==> config.mk <==
export PLATFORM = sky130hd
export DESIGN_NAME = pm_air_quality_index
export DESIGN_NICKNAME = d
export VERILOG_FILES = /design/src/rtl/pm_aqi_pkg.sv /design/src/rtl/pm_aqi_lane.sv /design/src/rtl/pm_aqi_merge.sv /design/src/rtl/pm_air_quality_index.sv
export SDC_FILE = /design/constraint.sdc
export NUM_CORES = 2
export LEC_CHECK = 0
export BUFFER_PORTS_ARGS = -buffer_cell sky130_fd_sc_hd__buf_2
export CAP_MARGIN = 25
export CORE_ASPECT_RATIO = 1.4
export CORE_MARGIN = 10
export CORE_UTILIZATION = 31
export DETAILED_ROUTE_END_ITERATION = 12
export HOLD_SLACK_MARGIN = 0.06
export SLEW_MARGIN = 10
export SYNTH_ARGS = -nofsm -noshare
export SYNTH_HDL_FRONTEND = slang
export SYNTH_HIERARCHICAL = 1
export SYNTH_SLANG_ARGS = --single-unit
==> constraint.sdc <==
create_clock -name i_clk -period 7.1 [get_ports i_clk]
set_input_delay 1.42 -clock i_clk [delete_from_list [all_inputs] [get_ports i_clk]]
set_output_delay 1.42 -clock i_clk [all_outputs]
set_load 0.005 [all_outputs]
==> src/rtl/pm_aqi_pkg.sv <==
// Shared types, constants and breakpoint tables for the air quality index block.
// No dependencies.
package pm_aqi_pkg;

    localparam int SEGMENTS     = 7;
    localparam int SEG_W        = 3;
    localparam int PM_W         = 16;
    localparam int CONC_W       = 20;
    localparam int OFF_W        = 11;
    localparam int DIFF_W       = 14;
    localparam int NUM_W        = 24;
    localparam int RECIP_W      = 19;
    localparam int RECIP_SHIFT  = 24;
    localparam int PROD_W       = NUM_W + RECIP_W;
    localparam int Q_W          = 14;
    localparam int SPAN_W       = 11;
    localparam int AQI_W        = 16;
    localparam int CAT_W        = 3;
    localparam int LED_W        = 8;
    localparam int LANE_STAGES  = 5;
    localparam int PIPE_STAGES  = LANE_STAGES + 1;

    localparam int ADDR_W       = 3;
    localparam int DATA_W       = 32;
    localparam logic REG_DISPLAY_ENABLE = 1'b0;
    localparam logic DISPLAY_ENABLE_RST = 1'b1;

    localparam logic [SEG_W-1:0] SEG_ABOVE = 3'd7;

    localparam logic [CAT_W-1:0] CAT_GOOD           = 3'd0;
    localparam logic [CAT_W-1:0] CAT_MODERATE       = 3'd1;
    localparam logic [CAT_W-1:0] CAT_SENSITIVE      = 3'd2;
    localparam logic [CAT_W-1:0] CAT_UNHEALTHY      = 3'd3;
    localparam logic [CAT_W-1:0] CAT_VERY_UNHEALTHY = 3'd4;
    localparam logic [CAT_W-1:0] CAT_HAZARDOUS      = 3'd5;

    localparam logic [AQI_W-1:0] AQI_MAX = 16'd50000;

    typedef enum logic {
        TAB_PM25,
        TAB_PM10
    } t_tab;

    typedef struct packed {
        logic [LANE_STAGES-1:0] load;
    } t_lane_ctl;

    typedef struct packed {
        logic [AQI_W-1:0] sub;
        logic [SEG_W-1:0] seg;
    } t_lane_res;

    typedef struct packed {
        logic [LED_W-1:0] red;
        logic [LED_W-1:0] green;
        logic [LED_W-1:0] blue;
    } t_rgb;

    // PM2.5 bounds in tenths of ug/m3, PM10 in whole ug/m3
    function automatic logic [CONC_W-1:0] f_seg_hi(t_tab tab, logic [SEG_W-1:0] seg);
        case (seg)
            3'd0:    f_seg_hi = (tab == TAB_PM25) ? 20'd120  : 20'd54;
            3'd1:    f_seg_hi = (tab == TAB_PM25) ? 20'd354  : 20'd154;
            3'd2:    f_seg_hi = (tab == TAB_PM25) ? 20'd554  : 20'd254;
            3'd3:    f_seg_hi = (tab == TAB_PM25) ? 20'd1504 : 20'd354;
            3'd4:    f_seg_hi = (tab == TAB_PM25) ? 20'd2504 : 20'd424;
            3'd5:    f_seg_hi = (tab == TAB_PM25) ? 20'd3504 : 20'd504;
            3'd6:    f_seg_hi = (tab == TAB_PM25) ? 20'd5004 : 20'd604;
            default: f_seg_hi = '1;
        endcase
    endfunction

    function automatic logic [CONC_W-1:0] f_seg_lo(t_tab tab, logic [SEG_W-1:0] seg);
        case (seg)
            3'd0:    f_seg_lo = 20'd0;
            3'd1:    f_seg_lo = (tab == TAB_PM25) ? 20'd121  : 20'd55;
            3'd2:    f_seg_lo = (tab == TAB_PM25) ? 20'd355  : 20'd155;
            3'd3:    f_seg_lo = (tab == TAB_PM25) ? 20'd555  : 20'd255;
            3'd4:    f_seg_lo = (tab == TAB_PM25) ? 20'd1505 : 20'd355;
            3'd5:    f_seg_lo = (tab == TAB_PM25) ? 20'd2505 : 20'd425;
            3'd6:    f_seg_lo = (tab == TAB_PM25) ? 20'd3505 : 20'd505;
            default: f_seg_lo = 20'd0;
        endcase
    endfunction

    function automatic logic [SPAN_W-1:0] f_span(t_tab tab, logic [SEG_W-1:0] seg);
        case (seg)
            3'd0:    f_span = (tab == TAB_PM25) ? 11'd120  : 11'd54;
            3'd1:    f_span = (tab == TAB_PM25) ? 11'd233  : 11'd99;
            3'd2:    f_span = (tab == TAB_PM25) ? 11'd199  : 11'd99;
            3'd3:    f_span = (tab == TAB_PM25) ? 11'd949  : 11'd99;
            3'd4:    f_span = (tab == TAB_PM25) ? 11'd999  : 11'd69;
            3'd5:    f_span = (tab == TAB_PM25) ? 11'd999  : 11'd79;
            3'd6:    f_span = (tab == TAB_PM25) ? 11'd1499 : 11'd99;
            default: f_span = 11'd1;
        endcase
    endfunction

    // floor(2^24 / span)
    function automatic logic [RECIP_W-1:0] f_recip(t_tab tab, logic [SEG_W-1:0] seg);
        case (seg)
            3'd0:    f_recip = (tab == TAB_PM25) ? 19'd139810 : 19'd310689;
            3'd1:    f_recip = (tab == TAB_PM25) ? 19'd72005  : 19'd169466;
            3'd2:    f_recip = (tab == TAB_PM25) ? 19'd84307  : 19'd169466;
            3'd3:    f_recip = (tab == TAB_PM25) ? 19'd17678  : 19'd169466;
            3'd4:    f_recip = (tab == TAB_PM25) ? 19'd16794  : 19'd243148;
            3'd5:    f_recip = (tab == TAB_PM25) ? 19'd16794  : 19'd212369;
            3'd6:    f_recip = (tab == TAB_PM25) ? 19'd11192  : 19'd169466;
            default: f_recip = 19'd0;
        endcase
    endfunction

    // index span of the segment times 100
    function automatic logic [DIFF_W-1:0] f_diff100(logic [SEG_W-1:0] seg);
        case (seg)
            3'd0:    f_diff100 = 14'd5000;
            3'd1:    f_diff100 = 14'd4900;
            3'd2:    f_diff100 = 14'd4900;
            3'd3:    f_diff100 = 14'd4900;
            3'd4:    f_diff100 = 14'd9900;
            3'd5:    f_diff100 = 14'd9900;
            3'd6:    f_diff100 = 14'd9900;
            default: f_diff100 = 14'd0;
        endcase
    endfunction

    function automatic logic [AQI_W-1:0] f_base(logic [SEG_W-1:0] seg);
        case (seg)
            3'd0:    f_base = 16'd0;
            3'd1:    f_base = 16'd5100;
            3'd2:    f_base = 16'd10100;
            3'd3:    f_base = 16'd15100;
            3'd4:    f_base = 16'd20100;
            3'd5:    f_base = 16'd30100;
            3'd6:    f_base = 16'd40100;
            default: f_base = AQI_MAX;
        endcase
    endfunction

    function automatic t_rgb f_colour(logic [CAT_W-1:0] cat);
        case (cat)
            CAT_GOOD:      f_colour = '{red: 8'd0,   green: 8'd255, blue: 8'd0};
            CAT_MODERATE:  f_colour = '{red: 8'd120, green: 8'd255, blue: 8'd0};
            CAT_SENSITIVE: f_colour = '{red: 8'd255, green: 8'd120, blue: 8'd0};
            CAT_UNHEALTHY: f_colour = '{red: 8'd255, green: 8'd0,   blue: 8'd0};
            default:       f_colour = '{red: 8'd180, green: 8'd0,   blue: 8'd255};
        endcase
    endfunction

endpackage

==> src/rtl/pm_aqi_lane.sv <==
// One sub-index lane: segment search, interpolation and reciprocal division.
// Depends on pm_aqi_pkg.
module pm_aqi_lane
    import pm_aqi_pkg::*;
(
    input  logic              i_clk,
    input  t_tab              i_tab,
    input  t_lane_ctl         i_ctl,
    input  logic [CONC_W-1:0] i_conc,
    output t_lane_res         o_res
);

    logic [SEG_W-1:0]          r_seg1, r_seg2, r_seg3, r_seg4, r_seg5;
    logic [OFF_W-1:0]          r_off1;
    logic [NUM_W-1:0]          r_num2, r_num3, r_num4;
    logic [PROD_W-1:0]         r_prod3;
    logic [Q_W-1:0]            r_q4;
    logic [NUM_W-1:0]          r_qspan4;
    logic [AQI_W-1:0]          r_sub5;

    logic [SEG_W-1:0]          n_seg1;
    logic [CONC_W-1:0]         n_delta1;
    logic [OFF_W+DIFF_W-1:0]   n_num2;
    logic [PROD_W-1:0]         n_prod3;
    logic [Q_W-1:0]            n_q4;
    logic [Q_W+SPAN_W-1:0]     n_qspan4;
    logic [NUM_W-1:0]          n_rem5;
    logic                      n_carry5;
    logic [AQI_W-1:0]          n_sub5;

    // first segment whose upper bound holds the reading
    always_comb begin
        n_seg1 = SEG_ABOVE;
        for (int i = SEGMENTS - 1; i >= 0; i--) begin
            if (i_conc <= f_seg_hi(i_tab, SEG_W'(i))) begin
                n_seg1 = SEG_W'(i);
            end
        end
        n_delta1 = i_conc - f_seg_lo(i_tab, n_seg1);
    end

    assign n_num2   = r_off1 * f_diff100(r_seg1);
    assign n_prod3  = r_num2 * f_recip(i_tab, r_seg2);
    assign n_q4     = r_prod3[RECIP_SHIFT +: Q_W];
    assign n_qspan4 = n_q4 * f_span(i_tab, r_seg3);

    // estimate is short by at most one
    always_comb begin
        n_rem5   = r_num4 - r_qspan4;
        n_carry5 = (n_rem5 >= {{(NUM_W-SPAN_W){1'b0}}, f_span(i_tab, r_seg4)});
        n_sub5   = f_base(r_seg4) + {{(AQI_W-Q_W){1'b0}}, r_q4}
                   + {{(AQI_W-1){1'b0}}, n_carry5};
    end

    always_ff @(posedge i_clk) begin
        if (i_ctl.load[0]) begin
            r_seg1 <= n_seg1;
            r_off1 <= n_delta1[OFF_W-1:0];
        end
        if (i_ctl.load[1]) begin
            r_seg2 <= r_seg1;
            r_num2 <= n_num2[NUM_W-1:0];
        end
        if (i_ctl.load[2]) begin
            r_seg3  <= r_seg2;
            r_num3  <= r_num2;
            r_prod3 <= n_prod3;
        end
        if (i_ctl.load[3]) begin
            r_seg4   <= r_seg3;
            r_num4   <= r_num3;
            r_q4     <= n_q4;
            r_qspan4 <= n_qspan4[NUM_W-1:0];
        end
        if (i_ctl.load[4]) begin
            r_seg5 <= r_seg4;
            r_sub5 <= n_sub5;
        end
    end

    assign o_res = '{sub: r_sub5, seg: r_seg5};

endmodule

==> src/rtl/pm_aqi_merge.sv <==
// Merging stage: worse sub-index, category and indicator colour, registered.
// Depends on pm_aqi_pkg.
module pm_aqi_merge
    import pm_aqi_pkg::*;
(
    input  logic             i_clk,
    input  logic             i_load,
    input  logic             i_display_enable,
    input  t_lane_res        i_pm25,
    input  t_lane_res        i_pm10,
    output logic [AQI_W-1:0] o_aqi,
    output logic [CAT_W-1:0] o_cat,
    output t_rgb             o_rgb
);

    logic [AQI_W-1:0] r_aqi;
    logic [CAT_W-1:0] r_cat;
    t_rgb             r_rgb;

    logic [AQI_W-1:0] n_aqi;
    logic [SEG_W-1:0] n_seg;
    logic [CAT_W-1:0] n_cat;
    t_rgb             n_rgb;

    always_comb begin
        n_aqi = (i_pm25.sub > i_pm10.sub) ? i_pm25.sub : i_pm10.sub;
        n_seg = (i_pm25.seg > i_pm10.seg) ? i_pm25.seg : i_pm10.seg;
        n_cat = (n_seg > SEG_W'(CAT_HAZARDOUS)) ? CAT_HAZARDOUS : CAT_W'(n_seg);
        n_rgb = i_display_enable ? f_colour(n_cat) : '0;
    end

    always_ff @(posedge i_clk) begin
        if (i_load) begin
            r_aqi <= n_aqi;
            r_cat <= n_cat;
            r_rgb <= n_rgb;
        end
    end

    assign o_aqi = r_aqi;
    assign o_cat = r_cat;
    assign o_rgb = r_rgb;

endmodule

==> src/rtl/pm_air_quality_index.sv <==
// One transaction per cycle sustained while i_ready is high; a low i_ready with o_valid set stalls the output.
// Six pipeline stages with per-stage valid bits, the stages of each lane followed by the merging
// stage; a stalled output holds only the stages behind it that are occupied.
// Reset (i_rst_n low, synchronous): pipeline emptied, display_enable set to 1.
// Depends on pm_aqi_pkg, pm_aqi_lane and pm_aqi_merge.
module pm_air_quality_index
    import pm_aqi_pkg::*;
(
    input  logic              i_clk,
    input  logic              i_rst_n,
    input  logic              psel,
    input  logic              penable,
    input  logic              pwrite,
    input  logic [ADDR_W-1:0] paddr,
    input  logic [DATA_W-1:0] pwdata,
    output logic [DATA_W-1:0] prdata,
    output logic              pready,
    input  logic              i_valid,
    output logic              o_ready,
    input  logic [PM_W-1:0]   i_pm25_conc,
    input  logic [PM_W-1:0]   i_pm10_conc,
    output logic              o_valid,
    input  logic              i_ready,
    output logic [AQI_W-1:0]  o_aqi_hundredths,
    output logic [CAT_W-1:0]  o_aqi_category,
    output logic [LED_W-1:0]  o_led_red,
    output logic [LED_W-1:0]  o_led_green,
    output logic [LED_W-1:0]  o_led_blue
);

    logic                   r_display_enable;
    logic [PIPE_STAGES-1:0] r_vld;
    logic [PIPE_STAGES-1:0] n_vld;
    logic [PIPE_STAGES-1:0] load;
    logic                   cfg_wr;
    logic [CONC_W-1:0]      conc25;
    logic [CONC_W-1:0]      conc10;
    t_lane_ctl              lane_ctl;
    t_lane_res              res25;
    t_lane_res              res10;
    t_rgb                   rgb;

    assign pready = 1'b1;
    assign cfg_wr = psel && penable && pwrite && pready
                    && (paddr[ADDR_W-1] == REG_DISPLAY_ENABLE);
    assign prdata = (paddr[ADDR_W-1] == REG_DISPLAY_ENABLE)
                    ? {{(DATA_W-1){1'b0}}, r_display_enable} : '0;

    // a stage loads when empty or when its contents move on
    always_comb begin
        load[PIPE_STAGES-1] = !r_vld[PIPE_STAGES-1] || i_ready;
        for (int k = PIPE_STAGES - 2; k >= 0; k--) begin
            load[k] = !r_vld[k] || load[k+1];
        end
        n_vld[0] = load[0] ? i_valid : r_vld[0];
        for (int k = 1; k < PIPE_STAGES; k++) begin
            n_vld[k] = load[k] ? r_vld[k-1] : r_vld[k];
        end
    end

    always_ff @(posedge i_clk) begin
        if (!i_rst_n) begin
            r_vld            <= '0;
            r_display_enable <= DISPLAY_ENABLE_RST;
        end else begin
            r_vld <= n_vld;
            if (cfg_wr) begin
                r_display_enable <= pwdata[0];
            end
        end
    end

    assign o_ready       = load[0];
    assign o_valid       = r_vld[PIPE_STAGES-1];
    assign lane_ctl.load = load[LANE_STAGES-1:0];

    // PM2.5 scaled to tenths
    assign conc25 = CONC_W'({i_pm25_conc, 3'b000}) + CONC_W'({i_pm25_conc, 1'b0});
    assign conc10 = CONC_W'(i_pm10_conc);

    pm_aqi_lane u_lane_pm25 (
        .i_clk  (i_clk),
        .i_tab  (TAB_PM25),
        .i_ctl  (lane_ctl),
        .i_conc (conc25),
        .o_res  (res25)
    );

    pm_aqi_lane u_lane_pm10 (
        .i_clk  (i_clk),
        .i_tab  (TAB_PM10),
        .i_ctl  (lane_ctl),
        .i_conc (conc10),
        .o_res  (res10)
    );

    pm_aqi_merge u_merge (
        .i_clk            (i_clk),
        .i_load           (load[PIPE_STAGES-1]),
        .i_display_enable (r_display_enable),
        .i_pm25           (res25),
        .i_pm10           (res10),
        .o_aqi            (o_aqi_hundredths),
        .o_cat            (o_aqi_category),
        .o_rgb            (rgb)
    );

    assign o_led_red   = rgb.red;
    assign o_led_green = rgb.green;
    assign o_led_blue  = rgb.blue;

endmodule

* Yosys cells after proc, flatten, opt, wreduce, memory -nomap -nowiden
Index checks and enable logic that the tools add are counted.
Word-level totals: flip-flop bits (word level) 430, output and inout bits 78, logic and storage cells 201
Operators by class: $add $sub $neg 9, multipliers 6, order comparisons 19, equal/unequal tests 63, mux-type cells 31, bitwise operators 1, reduce and logical (&&, ||, !) cells 34
Operators by type and width (count):
- $pmux W16 S7 | 2
- $pmux W11 S6 | 3
- $pmux W18 S6 | 1
- $pmux W24 S4 | 1
- $eq A3 B3 Y1 const B | 30
- $pmux W14 S3 | 2
- $pmux W19 S4 | 1
- $eq A3 B2 Y1 const B | 22
- $pmux W7 S4 | 2
- $pmux W9 S6 | 1
- $le A16 B9 Y1 const B | 3
- $mul A11 B14 Y24 | 2
- $sub A24 B24 Y24 | 2
- $le A20 B12 Y1 const B | 2
- $mul A24 B18 Y38 | 1
- $mul A24 B19 Y38 | 1
- $eq A3 B1 Y1 const B | 11
- $add A16 B1 Y16 | 2
- $add A16 B14 Y16 | 2
- $le A16 B8 Y1 const B | 2
- $mux W3 | 10
- $logic_not A3 Y1 | 9
- $ge A24 B11 Y1 | 1
- $ge A24 B7 Y1 | 1
- 25 further kinds | 49

* Longest topological paths before layout
depth after elaboration 12, depth in mapped cells 30, depth with buffers taken out 30

* Hierarchy
The synthesis kept the hierarchy.
Modules (own cells, without submodules):
- pm_aqi_lane at u_lane_pm25 | times used 1, cells each 3143, area each 29356.9 um^2, seq. area each 4804.6 um^2
- pm_aqi_lane at u_lane_pm10 | times used 1, cells each 3142, area each 29344.4 um^2, seq. area each 4804.6 um^2
- pm_aqi_merge | times used 1, cells each 153, area each 1839.3 um^2, seq. area each 780.7 um^2
- pm_air_quality_index | times used 1, cells each 166, area each 1255.0 um^2, seq. area each 140.1 um^2

* Worst setup path before layout
OpenSTA, ideal clock, no wires.
path type register -> register, from reg u_lane_pm10.r_seg2[1], to reg u_lane_pm10.r_prod3[36], data pin, data arrival time 6877 ps, slack -34 ps, stages on the path, launching flop included 24, path buffers 3, cells stage by stage edfxtp_1 > buf_2 > nor3_1 > and2_1 > clkbuf_1 > a211oi_1 > clkbuf_1 > and2_1 > fa_1 > fa_1 > fa_1 > fa_1 > fa_1 > inv_1 > fa_1 > inv_1 > ha_1 > a2111oi_0 > a41oi_1 > a31o_2 > o21ai_1 > o2111ai_1 > a21oi_1 > xnor2_1
On the way: longest elaborated chain between the ends 4, elaborated cells between the ends (all ways) 10, those cells by class 1 x mul; 6 x eq/ne; 1 x mux; 2 x reduce/logical
RTL lines:
- from (decl) | line pm_aqi_lane.sv:13 | logic [SEG_W-1:0] r_seg1, r_seg2, r_seg3, r_seg4, r_seg5;
- from (signal assigned) | line pm_aqi_lane.sv:61 | r_seg2 <= r_seg1;
- $eq A3 B1 Y1, or another cell as far along | line pm_aqi_pkg.sv:101 | case (seg)
- $reduce_or A4 Y1 (no source line)
- $pmux W19 S4 * | line pm_aqi_pkg.sv:101
- $mul A24 B19 Y38 * | line pm_aqi_lane.sv:43 | assign n_prod3 = r_num2 * f_recip(i_tab, r_seg2);
- via u_lane_pm10.n_prod3[36] | line pm_aqi_lane.sv:24 | logic [PROD_W-1:0] n_prod3;
- to (signal assigned) | line pm_aqi_lane.sv:67 | r_prod3 <= n_prod3;
- to (decl) | line pm_aqi_lane.sv:16 | logic [PROD_W-1:0] r_prod3;
Mark *: on every way through the listed nets, which the timed path passes. The rest lies on a longest branch. A chain may end at the register's enable or synchronous reset.

* Final worst setup path
from reg u_lane_pm25.r_seg2[2], to reg u_lane_pm25.r_prod3[29], data pin
On the way: longest elaborated chain between the ends 4, elaborated cells between the ends (all ways) 10, those cells by class 1 x mul; 6 x eq/ne; 1 x mux; 2 x reduce/logical
RTL lines (line):
- from (decl) | pm_aqi_lane.sv:13
- from (signal assigned) | pm_aqi_lane.sv:61
- $eq A3 B3 Y1 | pm_aqi_pkg.sv:101
- $reduce_or A2 Y1 (no source line)
- $pmux W18 S6 * | pm_aqi_pkg.sv:101
- $mul A24 B18 Y38 * | pm_aqi_lane.sv:43
- via u_lane_pm25.n_prod3[29] | pm_aqi_lane.sv:24
- to (signal assigned) | pm_aqi_lane.sv:67
- to (decl) | pm_aqi_lane.sv:16
Marks and branches as above.

==> flow_summary.toml <==
[outcome]
status = "finished, violations left"
violations = "max-slew violations"

[floorplanning]
fp.dieW_um = 397
ios = 152
coreArea_um2 = 198000
dieArea_um2 = 218000
start_util = 0.312
fp-row-count = 193
die_h_um = 548

[synthesis]
ys_top_cells_by_area = "fa_1 32%, edfxtp_1 17%, ha_1 13%"
async_reset_ff_frac = 0
synth_area_per_cell_um2 = 9.36
ys_seq_elements = 353
synth-simple-area-share = 0.155
syn_area_um2 = 61800
synth_top_area_frac = 0.319
synth_top_family_by_area = "adder cells"
synth_mux_area_frac = 0.00670
synthFlopType = "edfxtp_1"
yosysUniqueCellTypes = 107
synth-compound-area-share = 0.0762
synth_edf_count = 346
ys_warn_count = 6
synthCells = 6604
ys_seq_area_frac = 0.170
synthAdderAreaFrac = 0.453
synth_largest_area_cell = "fa_1"
synth_xor_area_frac = 0.0305

[clock_tree]
cts_inserted_buffers = 44
clock-sinks = 353
cts_tree = "built"
ctsRootBufferMaster = "clkbuf_16"
clkSlewWorstSetupHoldPaths_ps = 60
cts_max_level = 2
clk_latency_ps = 600
clk_path_buf_depth = 3

[placed_design]
hpwlAfterDp_um = 124000
place_congestion = 0.880
dp_worst_setup_slack_ps = -300
io_buffer_count = 86
dp_cells = 9429
place_area_um2 = 67100

[global_routing]
grt_max_degree = 74
antenna_found_initial = 4
grt_pass1_vias = 49700
track_usage = 0.140
grt-ovfl-total = 0
grt_pass1_wl_um = 251000

[cells_and_area]
most-common-layout-cells = "1,414 x inv_1, 968 x fa_1, 799 x nand2_1, 642 x ha_1, 440 x and2_1"
syn2layout_area_growth_pct = 13.3
nets = 8638
stdcell_count = 9585
drive_gt1_frac = 0.112
stdcell_area_um2 = 70000
final_common_cell = "inv_1"

[routing]
wl_per_cell_um = 16.0
dr.pass1.iters = 5
finalWirelength_um = 153000
vias_per_cell = 4.71
drc = 0
drt_iter0_markers = 2126
ant_nets = 0
vias = 45200

[power]
p_seq_frac = 0.389
p_total_w = 0.00662
power_density_nw_per_um2 = 94.6
p_leak_nw = 35.1
p_switching_w = 0.00218
p_int_w = 0.00445
p_sw_frac = 0.329
ir_worst_vdd_mv = 0.169
p_comb_frac = 0.282
pwr-share-clk = 0.329

[setup_path]
crit_family = "adder cells"
max_stage_delay_ps = 560
worstSetupPathDepth = 31
crit_top_cell = "buf_4"
reg2regPathDepth = 31
startpoint_type = "flip-flop"
arrival_ps = 7340
path_buf_inv = 13
critPathSlowestCell = "fa_1"
r2r_slack_ps = 100
critPathRequiredTime_ps = 7440
critPathCaptureType = "flip-flop"
critical_path.max_fanout = 7
crit_type = "flip-flop to flip-flop"

[flow_run]
cap_viol_max_count = 0

[worst_hold_path]
hold_class = "flip-flop to flip-flop"
hold_path_depth = 0

[timing]
tightest_slew_ps = 3250
max_freq_mhz = 143
fin_ws_ps = 98.5
fin_skew_ps = 20.5
drv_slew = 73
fin_crit_sh = 0.986
setup_viol = 0
fin_crit_ps = 7000
rsz0062_at_grt = "yes"
relSlewSlack = -1.18
hold_viol = 0
timing repair:
action,in CTS,in global routing
pin swaps,22,102
gates resized for setup,50,154
hold endpoints to repair,0,0
gates cloned,2,4
hold buffers,0,0
endpoints found under the setup margin,18,27
buffers inserted,36,34
stage by stage:
stage          utilization  setup TNS [ps]  hold WS (ps)
2_1_floorplan            -               0           400
4_1_cts              0.349           -17.5           397
3_5_place_dp         0.339           -2630           405
5_1_grt              0.354           -1140           400
3_3_place_gp         0.339           -1950           403
6_report             0.354               0           404
area by class of cell:
| cell class | instances | area [um2] |
|---|---|---|
| Multi-Input combinational cell | 4600 | 45600 |
| Timing Repair Buffer | 489 | 3790 |
| Clock buffer | 48 | 1140 |
| Inverter | 1428 | 5360 |
| Antenna cell | 2 | 5.00 |
| Clock inverter | 33 | 282 |
| Fill cell | 20100 | 128000 |
| Tap cell | 2632 | 3290 |
| Sequential cell | 353 | 10500 |
worst paths after layout:
check,from,endpoint
max,u_lane_pm25/r_seg2[2]$_DFFE_PP_,u_lane_pm25/r_prod3[29]$_DFFE_PP_
min,u_lane_pm10/r_num3[10]$_DFFE_PP_,u_lane_pm10/r_num4[10]$_DFFE_PP_
max reg2reg,u_lane_pm25/r_seg2[2]$_DFFE_PP_,u_lane_pm25/r_prod3[29]$_DFFE_PP_
min reg2reg,u_lane_pm10/r_num3[10]$_DFFE_PP_,u_lane_pm10/r_num4[10]$_DFFE_PP_
routing by layer:
layer | routed length (um) | part of all wire | vias up | global-route usage
li1 | - | - | 21200 | -
met1 | 60800 | 0.40 | 22700 | 0.161
met2 | 80700 | 0.53 | 986 | 0.264
met3 | 6330 | 0.041 | 295 | 0.0167
met4 | 5450 | 0.036 | 4 | 0.0454
met5 | 33 | 0.00022 | - | 0
synth_stat cells, types with 14 or more instances:
| master | number |
|---|---|
| o21ai_1 | 19 |
| o22ai_1 | 18 |
| nand4_1 | 18 |
| o2111ai_1 | 14 |
| and3_1 | 85 |
| ha_1 | 663 |
| nand2_1 | 805 |
| o21a_1 | 29 |
| a21oi_1 | 206 |
| inv_1 | 1426 |
| nor2b_1 | 129 |
| buf_1 | 24 |
| edfxtp_1 | 346 |
| buf_4 | 50 |
| nand3_1 | 63 |
| o21ai_0 | 128 |
| o21bai_1 | 31 |
| nor2_1 | 192 |
| nor3_1 | 59 |
| and2_1 | 445 |
| nand2b_1 | 58 |
| mux2i_1 | 14 |
| fa_1 | 985 |
| or3_1 | 17 |
| a31oi_1 | 22 |
| clkbuf_1 | 208 |
| a21o_1 | 50 |
| xor2_1 | 51 |
| xnor2_1 | 164 |
| a21boi_0 | 15 |
| a211oi_1 | 19 |
worst register-to-register path, delay by kind of cell, from the launching register on:
family | cells | cell delay [ps]
compound gates | 5 | 810
xor+xnor | 1 | 120
fa+ha+maj | 7 | 3210
buf+inv | 13 | 1610
flops | 1 | 420
simple gates | 5 | 570
state kept, by name, indices dropped and copies added (netlist names), 7 cells and up:
signal                flops
u_merge/o_rgb             7
u_lane_pm10/r_qspan4     24
u_lane_pm25/r_num3       22
u_lane_pm25/r_num2       22
u_lane_pm10/r_num2       22
u_lane_pm10/r_off1       11
u_lane_pm25/r_sub5       16
u_lane_pm25/r_num4       22
u_lane_pm10/r_prod3      14
u_lane_pm10/r_q4         14
u_lane_pm10/r_num3       22
u_lane_pm25/r_q4         14
u_lane_pm25/r_prod3      14
u_merge/o_aqi            16
u_lane_pm25/r_off1       11
u_lane_pm25/r_qspan4     24
u_lane_pm10/r_num4       22
u_lane_pm10/r_sub5       16
cells by family (layout without fill, tap and decap cells):
family                     count (synthesis)  count (layout)
DFF                                      353             353
adders and majority gates               1648            1648
buffers and inverters                   1719            1998
and+or+nand+nor                         1934            1934
AOI/OAI and AO/OA                        698             698
other                                      2              72
xor gates and xnor gates                 215             215
muxes                                     35              35
power by group through the flow:
stage	Combinational (W)	Sequential [W]	Clock, W
floorplan	0.00132	0.00251	0
global placement	0.00177	0.00262	0
detailed placement	0.00180	0.00262	0
CTS	0.00182	0.00258	0.00225
global route	0.00207	0.00259	0.00233
finish	0.00187	0.00258	0.00218
Power figures use the tool's default switching activity.
